<file path="src/hdl/mtrk_pkg.sv">
`timescale 1ns / 1ps
`default_nettype none
// ----------------------------------------------------------------------------
// mtrk_pkg
// Shared constants, register codes and pipeline structs for the multi-turn
// encoder tracker.
// ----------------------------------------------------------------------------
package mtrk_pkg;

  localparam int NUM_MOTORS = 8;
  localparam int WINDOW_LEN = 5;

  localparam int ST_AW     = (NUM_MOTORS > 1) ? $clog2(NUM_MOTORS) : 1;
  localparam int WIN_DEPTH = NUM_MOTORS * WINDOW_LEN;
  localparam int WIN_AW    = (WIN_DEPTH > 1) ? $clog2(WIN_DEPTH) : 1;
  localparam int PTR_W     = 4;
  localparam int ANGLE_W   = 13;

  localparam logic signed [13:0] HALF_TURN = 14'sd4096;
  localparam logic signed [14:0] FULL_TURN = 15'sd8192;
  localparam logic [8:0]         DEG_TURN  = 9'd360;

  localparam logic [5:0] COUNT_MAX   = 6'd63;
  localparam logic [5:0] LIMIT_RESET = 6'd50;
  localparam logic [7:0] MASK_RESET  = 8'd15;

  localparam logic signed [15:0] TURN_MAX = 16'sh7fff;
  localparam logic signed [15:0] TURN_MIN = 16'sh8000;

  // Window mean: multiply by a rounded-up reciprocal, exact for |sum| < 2^17
  localparam int RECIP_SH = 22;
  localparam int RECIP_W  = RECIP_SH + 1;
  localparam logic [RECIP_W-1:0] RECIP =
    RECIP_W'((2**RECIP_SH + WINDOW_LEN - 1) / WINDOW_LEN);

  localparam int OFIFO_DEPTH = 8;
  localparam int OFIFO_AW    = $clog2(OFIFO_DEPTH);
  localparam int OFIFO_CW    = $clog2(OFIFO_DEPTH + 1);

  typedef enum logic [0:0] {
    REG_CALIB_LIMIT = 1'b0,
    REG_CALIB_MASK  = 1'b1
  } cfg_reg_t;

  // Per-motor state word
  typedef struct packed {
    logic [5:0]         frame_count;
    logic [12:0]        last_angle;
    logic [12:0]        zero_offset;
    logic signed [15:0] turn_count;
    logic [PTR_W-1:0]   window_pointer;
    logic signed [17:0] window_sum;
  } mstate_t;

  // Update stage to scaling stage
  typedef struct packed {
    logic [2:0]         motor;
    logic               calib;
    logic signed [15:0] speed;
    logic signed [13:0] step;
    logic signed [15:0] turns;
    logic signed [29:0] total;
    logic signed [17:0] sum;
  } upd_t;

  // Finished result item
  typedef struct packed {
    logic [2:0]         motor;
    logic               calib;
    logic signed [15:0] speed;
    logic signed [13:0] step;
    logic signed [15:0] turns;
    logic signed [29:0] total;
    logic signed [24:0] degrees;
    logic signed [13:0] filt;
  } res_t;

endpackage
`default_nettype wire

</file>
<file path="src/hdl/motor_encoder_multiturn_tracker.sv">
`timescale 1ns / 1ps
`default_nettype none
// ----------------------------------------------------------------------------
// motor_encoder_multiturn_tracker
// Multi-turn rotor angle tracker with offset calibration and a moving
// average of angle steps, per motor slot.
// ----------------------------------------------------------------------------
// Path from input accept to m_axis_tvalid: state read, window read and write
//   back, scale multiply, scale finish, output queue. Throughput: one item per
//   cycle while s_axis_tready is high; the state and window memories each
//   do one read and one write a cycle, with forwarding between back-to-back items.
// Reset: synchronous; per-entry valid bits make all state read as zero at
//   once, no clearing pass. Registers return to limit 50, mask 0x0f.
// ----------------------------------------------------------------------------
module motor_encoder_multiturn_tracker import mtrk_pkg::*; (
  input  wire          clk,
  input  wire          rst,
  input  wire          s_axis_tvalid,
  output logic         s_axis_tready,
  input  wire [31:0]   s_axis_tdata,   // angle_raw[12:0], speed_raw[28:13], zero pad
  input  wire [2:0]    s_axis_tuser,   // motor[2:0]
  output logic         m_axis_tvalid,
  input  wire          m_axis_tready,
  output logic [119:0] m_axis_tdata,   // speed_out[15:0], angle_step[29:16],
                                       // turns[45:30], total_counts[75:46],
                                       // total_degrees[100:76],
                                       // filtered_step[114:101], zero pad
  output logic [3:0]   m_axis_tuser,   // motor_out[2:0], calibrating[3]
  input  wire          cfg_valid,
  output logic         cfg_ready,
  input  wire [0:0]    cfg_index,
  input  wire [7:0]    cfg_data
);

  logic [5:0]          calib_limit;
  logic [7:0]          calib_mask;
  logic                in_take;
  logic                in_valid;
  logic                out_pop;
  logic [OFIFO_CW-1:0] credit;
  logic                upd_valid;
  upd_t                upd;
  logic                res_valid;
  res_t                res;
  res_t                out_data;

  assign cfg_ready = 1'b1;

  always_ff @(posedge clk) begin
    if (rst) begin
      calib_limit <= LIMIT_RESET;
      calib_mask  <= MASK_RESET;
    end else if (cfg_valid) begin
      unique case (cfg_reg_t'(cfg_index))
        REG_CALIB_LIMIT: calib_limit <= cfg_data[5:0];
        REG_CALIB_MASK:  calib_mask  <= cfg_data;
        default:         calib_limit <= calib_limit;
      endcase
    end
  end

  // Reserve a queue slot for every item that will give a result
  assign in_take       = s_axis_tvalid && s_axis_tready;
  assign in_valid      = in_take && (int'(s_axis_tuser) < NUM_MOTORS);
  assign out_pop       = m_axis_tvalid && m_axis_tready;
  assign s_axis_tready = (credit != OFIFO_CW'(OFIFO_DEPTH));

  always_ff @(posedge clk) begin
    if (rst) begin
      credit <= '0;
    end else begin
      case ({in_valid, out_pop})
        2'b10:   credit <= credit + OFIFO_CW'(1);
        2'b01:   credit <= credit - OFIFO_CW'(1);
        default: credit <= credit;
      endcase
    end
  end

  mtrk_update u_update (
    .clk         (clk),
    .rst         (rst),
    .in_valid    (in_valid),
    .in_motor    (s_axis_tuser),
    .in_angle    (s_axis_tdata[12:0]),
    .in_speed    (s_axis_tdata[28:13]),
    .calib_limit (calib_limit),
    .calib_mask  (calib_mask),
    .upd_valid   (upd_valid),
    .upd         (upd)
  );

  mtrk_scale u_scale (
    .clk       (clk),
    .rst       (rst),
    .upd_valid (upd_valid),
    .upd       (upd),
    .res_valid (res_valid),
    .res       (res)
  );

  mtrk_ofifo u_ofifo (
    .clk       (clk),
    .rst       (rst),
    .push      (res_valid),
    .push_data (res),
    .out_valid (m_axis_tvalid),
    .out_ready (m_axis_tready),
    .out_data  (out_data)
  );

  assign m_axis_tdata = {5'd0, out_data.filt, out_data.degrees, out_data.total,
                         out_data.turns, out_data.step, out_data.speed};
  assign m_axis_tuser = {out_data.calib, out_data.motor};

  a_result_reserved : assert property (@(posedge clk) disable iff (rst)
    m_axis_tvalid |-> (credit != '0))
    else $error("result item without a reserved slot");

  a_credit_bound : assert property (@(posedge clk) disable iff (rst)
    int'(credit) <= OFIFO_DEPTH)
    else $error("credit count past queue depth");

endmodule
`default_nettype wire

</file>
<file path="src/hdl/mtrk_ram.sv">
`timescale 1ns / 1ps
`default_nettype none
// ----------------------------------------------------------------------------
// mtrk_ram
// Simple dual-port RAM, one write port, one read port with registered data.
// A read of the address written in the same cycle returns the old data.
// ----------------------------------------------------------------------------
module mtrk_ram #(
  parameter int WIDTH = 8,
  parameter int DEPTH = 16
) (
  input  wire                                   clk,
  input  wire                                   we,
  input  wire [((DEPTH > 1) ? $clog2(DEPTH) : 1)-1:0] waddr,
  input  wire [WIDTH-1:0]                       wdata,
  input  wire [((DEPTH > 1) ? $clog2(DEPTH) : 1)-1:0] raddr,
  output logic [WIDTH-1:0]                      rdata
);

  logic [WIDTH-1:0] mem [DEPTH];

  always_ff @(posedge clk) begin
    if (we) begin
      mem[waddr] <= wdata;
    end
    rdata <= mem[raddr];
  end

endmodule
`default_nettype wire

</file>
<file path="src/hdl/mtrk_update.sv">
`timescale 1ns / 1ps
`default_nettype none
// ----------------------------------------------------------------------------
// mtrk_update
// Read-modify-write of the per-motor state and step window memories:
// unwrap, turn count, offset capture and running window sum.
// ----------------------------------------------------------------------------
module mtrk_update import mtrk_pkg::*; (
  input  wire                clk,
  input  wire                rst,
  input  wire                in_valid,
  input  wire [2:0]          in_motor,
  input  wire [12:0]         in_angle,
  input  wire signed [15:0]  in_speed,
  input  wire [5:0]          calib_limit,
  input  wire [7:0]          calib_mask,
  output logic               upd_valid,
  output upd_t               upd
);

  // stage 1: state read data
  logic               p1_valid;
  logic [2:0]         p1_motor;
  logic [ST_AW-1:0]   p1_addr;
  logic [12:0]        p1_angle;
  logic signed [15:0] p1_speed;
  logic               p1_st_vld;
  mstate_t            st_rdata;
  mstate_t            st_p1;
  logic [PTR_W-1:0]   p1_ptr;
  logic [WIN_AW-1:0]  win_raddr;
  logic               win_hit;

  // stage 2: window read data, compute and write back
  logic               p2_valid;
  logic [2:0]         p2_motor;
  logic [ST_AW-1:0]   p2_addr;
  logic [12:0]        p2_angle;
  logic signed [15:0] p2_speed;
  mstate_t            p2_st;
  logic [PTR_W-1:0]   p2_ptr;
  logic [WIN_AW-1:0]  p2_waddr;
  logic               p2_win_hit;
  logic signed [13:0] p2_win_fwd;
  logic               p2_win_vld;
  logic [13:0]        win_rdata;

  logic               calib;
  logic signed [13:0] diff;
  logic signed [14:0] diff_x;
  logic signed [14:0] step_x;
  logic signed [13:0] step;
  logic signed [15:0] turn_new;
  logic signed [29:0] total;
  logic signed [13:0] win_old;
  logic signed [17:0] sum_new;
  logic [PTR_W:0]     ptr_inc;
  logic [PTR_W-1:0]   ptr_next;
  mstate_t            st_new;
  logic               st_we;
  logic               win_we;

  // last write, for a read issued on the same edge
  logic               wb_vld;
  logic [ST_AW-1:0]   wb_addr;
  mstate_t            wb_data;

  logic [NUM_MOTORS-1:0] st_vld;
  logic [WIN_DEPTH-1:0]  win_vld;

  mtrk_ram #(
    .WIDTH ($bits(mstate_t)),
    .DEPTH (NUM_MOTORS)
  ) u_state_ram (
    .clk   (clk),
    .we    (st_we),
    .waddr (p2_addr),
    .wdata (st_new),
    .raddr (ST_AW'(in_motor)),
    .rdata (st_rdata)
  );

  mtrk_ram #(
    .WIDTH (14),
    .DEPTH (WIN_DEPTH)
  ) u_window_ram (
    .clk   (clk),
    .we    (win_we),
    .waddr (p2_waddr),
    .wdata (step),
    .raddr (win_raddr),
    .rdata (win_rdata)
  );

  always_ff @(posedge clk) begin
    if (rst) begin
      p1_valid <= 1'b0;
    end else begin
      p1_valid <= in_valid;
    end
    p1_motor  <= in_motor;
    p1_addr   <= ST_AW'(in_motor);
    p1_angle  <= in_angle;
    p1_speed  <= in_speed;
    p1_st_vld <= st_vld[ST_AW'(in_motor)];
  end

  // Forward the newest state: the write in flight, then the one just done
  always_comb begin
    if (p2_valid && (p2_addr == p1_addr)) begin
      st_p1 = st_new;
    end else if (wb_vld && (wb_addr == p1_addr)) begin
      st_p1 = wb_data;
    end else if (p1_st_vld) begin
      st_p1 = st_rdata;
    end else begin
      st_p1 = '0;
    end
  end

  assign p1_ptr    = ({1'b0, st_p1.window_pointer} >= (PTR_W+1)'(WINDOW_LEN)) ?
                     '0 : st_p1.window_pointer;
  assign win_raddr = WIN_AW'(int'(p1_motor) * WINDOW_LEN + int'(p1_ptr));
  assign win_hit   = win_we && (p2_waddr == win_raddr);

  always_ff @(posedge clk) begin
    if (rst) begin
      p2_valid <= 1'b0;
    end else begin
      p2_valid <= p1_valid;
    end
    p2_motor   <= p1_motor;
    p2_addr    <= p1_addr;
    p2_angle   <= p1_angle;
    p2_speed   <= p1_speed;
    p2_st      <= st_p1;
    p2_ptr     <= p1_ptr;
    p2_waddr   <= win_raddr;
    p2_win_hit <= win_hit;
    p2_win_fwd <= step;
    p2_win_vld <= win_vld[win_raddr];
  end

  assign calib = calib_mask[p2_motor] && (p2_st.frame_count <= calib_limit);

  always_comb begin
    diff   = $signed({1'b0, p2_angle}) - $signed({1'b0, p2_st.last_angle});
    diff_x = {diff[13], diff};
    if (diff > HALF_TURN) begin
      step_x   = diff_x - FULL_TURN;
      turn_new = (p2_st.turn_count == TURN_MIN) ? p2_st.turn_count :
                 p2_st.turn_count - 16'sd1;
    end else if (diff < -HALF_TURN) begin
      step_x   = diff_x + FULL_TURN;
      turn_new = (p2_st.turn_count == TURN_MAX) ? p2_st.turn_count :
                 p2_st.turn_count + 16'sd1;
    end else begin
      step_x   = diff_x;
      turn_new = p2_st.turn_count;
    end
    step  = step_x[13:0];
    total = {turn_new[15], turn_new, {ANGLE_W{1'b0}}} + 30'(p2_angle) -
            30'(p2_st.zero_offset);

    // drop the oldest step, add the new one
    if (p2_win_hit) begin
      win_old = p2_win_fwd;
    end else if (p2_win_vld) begin
      win_old = win_rdata;
    end else begin
      win_old = '0;
    end
    sum_new  = p2_st.window_sum - {{4{win_old[13]}}, win_old} + {{4{step[13]}}, step};
    ptr_inc  = {1'b0, p2_ptr} + (PTR_W+1)'(1);
    ptr_next = (ptr_inc >= (PTR_W+1)'(WINDOW_LEN)) ? '0 : ptr_inc[PTR_W-1:0];

    st_new = p2_st;
    st_new.frame_count = (p2_st.frame_count == COUNT_MAX) ? p2_st.frame_count :
                         p2_st.frame_count + 6'd1;
    st_new.last_angle  = p2_angle;
    if (calib) begin
      st_new.zero_offset = p2_angle;
    end else begin
      st_new.turn_count     = turn_new;
      st_new.window_pointer = ptr_next;
      st_new.window_sum     = sum_new;
    end
  end

  assign st_we  = p2_valid;
  assign win_we = p2_valid && !calib;

  always_ff @(posedge clk) begin
    if (rst) begin
      wb_vld  <= 1'b0;
      st_vld  <= '0;
      win_vld <= '0;
    end else begin
      wb_vld <= st_we;
      if (st_we) begin
        st_vld[p2_addr] <= 1'b1;
      end
      if (win_we) begin
        win_vld[p2_waddr] <= 1'b1;
      end
    end
    wb_addr <= p2_addr;
    wb_data <= st_new;
  end

  always_ff @(posedge clk) begin
    if (rst) begin
      upd_valid <= 1'b0;
    end else begin
      upd_valid <= p2_valid;
    end
    upd.motor <= p2_motor;
    upd.calib <= calib;
    upd.speed <= p2_speed;
    upd.step  <= calib ? 14'sd0 : step;
    upd.turns <= calib ? p2_st.turn_count : turn_new;
    upd.total <= calib ? 30'sd0 : total;
    upd.sum   <= calib ? 18'sd0 : sum_new;
  end

  a_p1_advances : assert property (@(posedge clk) disable iff (rst)
    p1_valid |=> p2_valid)
    else $error("stage 1 item lost");

  a_window_in_slot : assert property (@(posedge clk) disable iff (rst)
    win_we |-> (int'(p2_waddr) >= int'(p2_motor) * WINDOW_LEN) &&
               (int'(p2_waddr) < (int'(p2_motor) + 1) * WINDOW_LEN))
    else $error("window write outside motor slot");

endmodule
`default_nettype wire

</file>
<file path="src/hdl/mtrk_scale.sv">
`timescale 1ns / 1ps
`default_nettype none
// ----------------------------------------------------------------------------
// mtrk_scale
// Two-stage scaling: total counts to degrees and window sum to mean,
// both truncated toward zero through sign and magnitude.
// ----------------------------------------------------------------------------
module mtrk_scale import mtrk_pkg::*; (
  input  wire         clk,
  input  wire         rst,
  input  wire         upd_valid,
  input  upd_t        upd,
  output logic        res_valid,
  output res_t        res
);

  localparam int FP_W = 17 + RECIP_W;

  logic [29:0]        abs_total;
  logic [16:0]        abs_sum;
  logic [17:0]        neg_sum;

  logic               a_valid;
  logic [2:0]         a_motor;
  logic               a_calib;
  logic signed [15:0] a_speed;
  logic signed [13:0] a_step;
  logic signed [15:0] a_turns;
  logic signed [29:0] a_total;
  logic               a_deg_neg;
  logic [38:0]        a_deg_prod;
  logic               a_filt_neg;
  logic [FP_W-1:0]    a_filt_prod;

  logic [24:0]        deg_mag;
  logic [16:0]        filt_mag;

  always_comb begin
    abs_total = upd.total[29] ? 30'(-upd.total) : 30'(upd.total);
    neg_sum   = 18'(-upd.sum);
    abs_sum   = upd.sum[17] ? neg_sum[16:0] : upd.sum[16:0];
  end

  always_ff @(posedge clk) begin
    if (rst) begin
      a_valid <= 1'b0;
    end else begin
      a_valid <= upd_valid;
    end
    a_motor     <= upd.motor;
    a_calib     <= upd.calib;
    a_speed     <= upd.speed;
    a_step      <= upd.step;
    a_turns     <= upd.turns;
    a_total     <= upd.total;
    a_deg_neg   <= upd.total[29];
    a_deg_prod  <= 39'(abs_total) * 39'(DEG_TURN);
    a_filt_neg  <= upd.sum[17];
    a_filt_prod <= FP_W'(abs_sum) * FP_W'(RECIP);
  end

  assign deg_mag  = a_deg_prod[ANGLE_W +: 25];
  assign filt_mag = a_filt_prod[RECIP_SH +: 17];

  always_ff @(posedge clk) begin
    if (rst) begin
      res_valid <= 1'b0;
    end else begin
      res_valid <= a_valid;
    end
    res.motor   <= a_motor;
    res.calib   <= a_calib;
    res.speed   <= a_speed;
    res.step    <= a_step;
    res.turns   <= a_turns;
    res.total   <= a_total;
    res.degrees <= a_deg_neg ? -deg_mag : deg_mag;
    res.filt    <= a_filt_neg ? -filt_mag[13:0] : filt_mag[13:0];
  end

endmodule
`default_nettype wire

</file>
<file path="src/hdl/mtrk_ofifo.sv">
`timescale 1ns / 1ps
`default_nettype none
// ----------------------------------------------------------------------------
// mtrk_ofifo
// Output queue for finished result items; decouples the pipeline from
// downstream stalls.
// ----------------------------------------------------------------------------
module mtrk_ofifo import mtrk_pkg::*; (
  input  wire         clk,
  input  wire         rst,
  input  wire         push,
  input  res_t        push_data,
  output logic        out_valid,
  input  wire         out_ready,
  output res_t        out_data
);

  res_t                entries [OFIFO_DEPTH];
  logic [OFIFO_AW-1:0] wr_ptr;
  logic [OFIFO_AW-1:0] rd_ptr;
  logic [OFIFO_CW-1:0] count;
  logic                pop;

  assign out_valid = (count != '0);
  assign pop       = out_valid && out_ready;
  assign out_data  = entries[rd_ptr];

  always_ff @(posedge clk) begin
    if (rst) begin
      wr_ptr <= '0;
      rd_ptr <= '0;
      count  <= '0;
    end else begin
      if (push) begin
        wr_ptr <= wr_ptr + OFIFO_AW'(1);
      end
      if (pop) begin
        rd_ptr <= rd_ptr + OFIFO_AW'(1);
      end
      case ({push, pop})
        2'b10:   count <= count + OFIFO_CW'(1);
        2'b01:   count <= count - OFIFO_CW'(1);
        default: count <= count;
      endcase
    end
    if (push) begin
      entries[wr_ptr] <= push_data;
    end
  end

  a_no_overflow : assert property (@(posedge clk) disable iff (rst)
    push |-> (count != OFIFO_CW'(OFIFO_DEPTH)) || pop)
    else $error("output queue overflow");

endmodule
`default_nettype wire

</file>
<file path="config.mk">
export PLATFORM = sky130hd
export DESIGN_NAME = motor_encoder_multiturn_tracker
export DESIGN_NICKNAME = d
export VERILOG_FILES = /design/src/hdl/mtrk_pkg.sv /design/src/hdl/motor_encoder_multiturn_tracker.sv /design/src/hdl/mtrk_ram.sv /design/src/hdl/mtrk_update.sv /design/src/hdl/mtrk_scale.sv /design/src/hdl/mtrk_ofifo.sv
export SDC_FILE = /design/constraint.sdc
export NUM_CORES = 2
export LEC_CHECK = 0
export BUFFER_PORTS_ARGS = -buffer_cell sky130_fd_sc_hd__buf_4
export CORE_ASPECT_RATIO = 1.25
export CORE_MARGIN = 5
export CORE_UTILIZATION = 49
export CTS_CLUSTER_SIZE = 20
export DETAILED_ROUTE_END_ITERATION = 10
export PLACE_DENSITY_LB_ADDON = 0.05
export SYNTH_ARGS = -nofsm -noshare
export SYNTH_HDL_FRONTEND = slang
export SYNTH_SLANG_ARGS = --single-unit
</file>
<file path="constraint.sdc">
create_clock -name clk -period 13 [get_ports clk]
set_clock_uncertainty 0.15 [all_clocks]
set_input_delay 3.25 -clock clk [delete_from_list [all_inputs] [get_ports clk]]
set_output_delay 3.25 -clock clk [all_outputs]
set_load 0.01 [all_outputs]
</file>
# == Word-level counts from Yosys, hierarchy flattened ==
# Memories as Yosys holds them, arrays and structs flattened. A register that Yosys moved wholly into a read port is not among the register bits.
# Cells that the tools add are included.
# op_classes
addsub,22
n_mux,41
n_shift,0
n_lt_le_gt_ge,11
bitwise,3
reduce_logical,15
multipliers,3
n_eq_ne,11
div_mod_pow,0
# op_table
op,n
$mux W70,3
$mux W16,5
$mux W14,5
$or A40 B40 Y40,1
$mux W38,1
$mul A17 B20 Y36 const B,1
$mul A30 B6 Y35 const B,1
$eq A16 B16 Y1 const B,2
$add A29 B14 Y30,1
$mux W30,1
$neg A30 Y30,1
$sub A30 B13 Y30,1
$mux W25,1
$neg A25 Y25,1
$add A18 B18 Y18,1
$sub A18 B18 Y18,1
$mux W17,1
$neg A17 Y17,1
$add A16 B2 Y16 const B,1
$pmux W4 S2,2
$sub A16 B2 Y16 const B,1
$add A14 B14 Y14 const B,1
$gt A14 B14 Y1 const B,1
$lt A14 B13 Y1 const B,1
other kinds (39),70
# word_totals
latch_bits,0
ramBits,2072
reg_bits,682
romBits,0
mem_count,3
word_cells,171
output_inout_bits,127
in_bits,49
# memory_table
name,depth,word_bits,rd,rd_clocked_by_memory_dff,wr,line_no,source
u_ofifo.entries,8,119,1,1,1,mtrk_ofifo.sv:18,res_t entries [OFIFO_DEPTH];
u_update.u_state_ram.mem,8,70,1,1,1,mtrk_ram.sv:20,logic [WIDTH-1:0] mem [DEPTH];
u_update.u_window_ram.mem,40,14,1,1,1,mtrk_ram.sv:20,

# == Depth between registers and ports, before layout ==
# logic_depth
depth_word,12
mapped_depth,30
mapped_depth_nobuf,30

# == Modules after synthesis ==
# From an unflattened synthesis, not the netlist that was laid out.
# unflattened
hier_cells,6538
area_unflattened_um2,111748.4
# by_module_without_submodules
mod,cells_each,seq_area_each_um2,instances,area_per_inst_um2
mtrk_ofifo,1447,28847.7,1,36767.8
mtrk_ram at u_update.u_state_ram,893,18217.5,1,22467.8
mtrk_ram at u_update.u_window_ram,1162,17096.4,1,22353.9
mtrk_update,1678,7287.0,1,15521.1
mtrk_scale,1260,4824.6,1,13799.5
motor_encoder_multiturn_tracker,98,360.3,1,838.3

# == Worst setup path after synthesis ==
# Ideal clock, no wire load.
# synth_path
kind,register to register
startpoint,reg u_scale.res_valid
endpoint,mem u_ofifo.entries[0][0] in the netlist's numbering (enable)
stages_incl_launch_ff,3
slack_ps,3532
required_time_ps,12107
path_buffers,0
period_less_slack_ps,9468
setup_ps,743
arrival_time_ps,8575
path_cell_list,dfxtp_1 -> nand2b_1 -> nor3_1
# synth_via
elab_chain_len,2
# synth_lines
item,line_no,source
"start, declared",mtrk_scale.sv:13,"output logic res_valid,"
"start signal, assigned",mtrk_scale.sv:69,res_valid <= a_valid;
$mux W1,mtrk_ofifo.sv:46,if (push) begin
$mux W1 (implied by the code),mtrk_ofifo.sv:47,entries[wr_ptr] <= push_data;
"end, declared",mtrk_ofifo.sv:18,
# No other way between the ends.

# == Final worst setup path ==
# layout_path
startpoint,"reg, netlist name u_update.upd[4]"
endpoint,reg u_scale.a_filt_prod[35]
# layout_via
elab_chain_len,3
# layout_lines
item,line_no,source
$neg A17 Y17,mtrk_scale.sv:40,neg_sum = 18'(-upd.sum);
$mux W17 (*),mtrk_scale.sv:41,abs_sum = upd.sum[17] ? neg_sum[16:0] : upd.sum[16:0];
$mul A17 B20 Y36 (*),mtrk_scale.sv:59,a_filt_prod <= FP_W'(abs_sum) * FP_W'(RECIP);
"end signal, assigned",mtrk_scale.sv:59,
"end, declared",mtrk_scale.sv:33,logic [FP_W-1:0] a_filt_prod;
# Every way passes the cells marked *; elsewhere a longest branch is shown, timed or not.
# A chain may end at the register's enable or synchronous reset.

==> results_dict.tcl <==
set metrics [dict create \
    die_y_um 540 \
    syn_to_final_growth_pct 13.1 \
    syn-instance-count 6271 \
    tritoncts "yes" \
    grt_pass1_vias 57292 \
    hpwl_um 140000 \
    slowest_delay_ns 0.94 \
    clk_pin_slew_ns 0.06 \
    io_buffers 166 \
    avgSynthCellArea_um2 17.6 \
    rows 194 \
    min_path_cells 0 \
    worst-r2r-setup-slack_ns 4.41 \
    path_depth 27 \
    place_ws_ns 4.47 \
    nFillCells 17354 \
    status "finished clean" \
    cts_hold_buffers 0 \
    die_w_um 434 \
    setup_ws_ns 4.41 \
    post_cts_buffers 0 \
    maxSlewViolCount 0 \
    clock.fmax_mhz 116 \
    post_drt_wl_per_cell_um 24.8 \
    cp.arrival_ns 9.18 \
    maxCapViolations 0 \
    fin_tns_setup_ns 0 \
    place_area_mm2 0.115 \
    path_buf_inv 5 \
    finalHoldViolations 0 \
    worstHoldPathType "reg2reg" \
    cts_resized 0 \
    cts_root_buf "clkbuf_16" \
    yosysTopAreaCellShare_pct 56.5 \
    slew_headroom_pct 20.9 \
    antenna_found_initial 8 \
    critPathKind "reg2reg" \
    yosys.area.top_type "edfxtp_1" \
    worstReg2RegStart "u_update.upd[4]" \
    cts_buffers 285 \
    min_period_ns 8.59 \
    ant_nets 0 \
    synth.distinct_cells 92 \
    vias 54438 \
    start_kind "register" \
    utilization_pct 55.7 \
    hold_start "u_update.upd[89]" \
    synthesis.area_mm2 0.110 \
    ys_async_sr_fraction_pct 0 \
    ys.flop_type "edfxtp_1" \
    final_cell_area_mm2 0.124 \
    drtIter0Drc 3813 \
    clk_latency_ns 0.84 \
    ff2ff_path_depth 27 \
    htreeDepth 5 \
    tightest_slew_ns 1.18 \
    drive_gt1_share_pct 22.9 \
    drt-pass1-iter-count 6 \
    viasPerCell 5.59 \
    path_max_fanout 4 \
    post-route-period-util_pct 66.0 \
    gp_congestion 0.819 \
    clock_path_buffers 4 \
    grt_start_max_net_pins 132 \
    yosys-top-cells-area "edfxtp_1, dfxtp_1, mux4_2" \
    overflow 0 \
    yosys_warnings 0 \
    grt_pass1_wl_um 364000 \
    crit_family "adder cells" \
    initial_utilization_pct 49.2 \
    routed_wl_um 241000 \
    drc 0 \
    cp.required_ns 13.59 \
    nNetsFinal 7032 \
    finalSetupViolations 0 \
    gr-usage-all-layers_pct 20.6 \
    rsz0062_at_grt "false" \
    synth_seq_area_share_pct 69.6 \
    synth_edf_count 2072 \
    io_pins 176 \
    clock_sinks 2792 \
    dieArea_mm2 0.234 \
    cp_slowest_cell "a2111oi_0" \
    core_area_mm2 0.224 \
    endpoint_kind "register" \
    ys_seq_elements 2792 \
    cp-startpoint "u_update.upd[4]" \
]
==> path summary, 6_finish.rpt <==
kind / to
worst max-delay path: u_scale.a_filt_prod[35]
worst min-delay path: u_scale.a_speed[11]
worst max register to register: u_scale.a_filt_prod[35]
worst min register to register: u_scale.a_speed[11]
==> cells in the mapped netlist (72+ instances only) <==
library cell and count:
buf_1 72, nand2_1 282, a21oi_1 105, xnor2_1 133, o21ai_0 100, a31oi_1 72
nand3_1 124, edfxtp_1 2072, mux2_2 196, dfxtp_1 720, mux4_2 562, nor2_1 305
fa_1 158, ha_1 263, clkbuf_1 176, inv_1 331
==> routing by layer <==
layer | GRT usage (%) | vias up | share of wire (%)
met3 | 3.48 | 318 | 5.0
met4 | 5.02 | 0 | 2.3
li1 | - | 24597 | -
met2 | 35.2 | 1245 | 50
met1 | 27.8 | 28278 | 42
met5 | 0 | - | 0
==> stage by stage <==
stage               hold WS, ns  std cells
floorplan                 0.160       6277
global placement          0.160       9215
detailed placement        0.162       9215
CTS                       0.171       9728
global route              0.179       9729
finish                    0.172       9730
==> cells in the final DEF (no fill, tap or decap), types with 29 or more instances in the layout <==
| cell | netlist | routed |
|---|---|---|
| a21o_1 | 53 | 53 |
| xor2_1 | 54 | 52 |
| o21ai_0 | 100 | 100 |
| a21oi_1 | 105 | 105 |
| buf_4 | 7 | 249 |
| inv_1 | 331 | 330 |
| clkbuf_8 | 0 | 32 |
| nand3_1 | 124 | 124 |
| or3_1 | 30 | 30 |
| nor2_1 | 305 | 253 |
| nor2_2 | 0 | 39 |
| mux4_2 | 562 | 562 |
| xnor2_1 | 133 | 131 |
| clkbuf_16 | 0 | 296 |
| fa_1 | 158 | 156 |
| clkinv_1 | 0 | 32 |
| a31oi_1 | 72 | 72 |
| ha_1 | 263 | 261 |
| nand2_1 | 282 | 282 |
| edfxtp_1 | 2072 | 2072 |
| o21a_1 | 35 | 35 |
| clkinv_2 | 0 | 46 |
| and3_1 | 40 | 40 |
| clkbuf_1 | 176 | 61 |
| nor3_1 | 43 | 39 |
| nand2b_1 | 29 | 29 |
| dfxtp_1 | 720 | 716 |
| mux2_2 | 196 | 196 |
==> layout make-up <==
type | instances | area, um^2 | share of cell area (%)
clock inverters | 124 | 1240 | 0.997
flip-flops and latches | 2792 | 76600 | 61.6
clock buffers | 389 | 8080 | 6.49
multi-input cells | 2888 | 31400 | 25.3
inverters | 331 | 1240 | 1.00
repair buffers | 264 | 2150 | 1.72
well taps | 2940 | 3680 | 2.95
diodes | 2 | 5.00 | 0.00402
==> cell families after synthesis <==
| logic type | after synthesis | share of synthesized area, % |
|---|---|---|
| AND/OR/NAND/NOR | 991 | 4.25 |
| adder cells (fa/ha/maj) | 421 | 5.86 |
| other | 2 | 0.00682 |
| AO/OA/AOI/OAI | 512 | 3.06 |
| XOR/XNOR | 187 | 1.49 |
| flip-flops | 2792 | 69.6 |
| buffers and inverters | 597 | 2.10 |
| multiplexers | 769 | 13.6 |
==> registers in the layout, indices dropped and copies added (netlist names), 16 cells and up, named ones only <==
register and count:
u_ofifo.entries 952, u_update.u_state_ram.mem 560, u_update.u_window_ram.mem 560, u_scale.res 119, u_update.upd 80, u_update.p2_st 70, u_update.u_state_ram.rdata 70, u_update.wb_data 69
u_update.win_vld 40, u_scale.a_total 29, u_scale.a_deg_prod 25, u_scale.a_speed 16, u_scale.a_turns 16, u_update.p1_speed 16, u_update.p2_speed 16
Power is left out: the tool's default activity adds up to more than one toggle a clock period on the data nets, which glitch-free logic cannot reach.
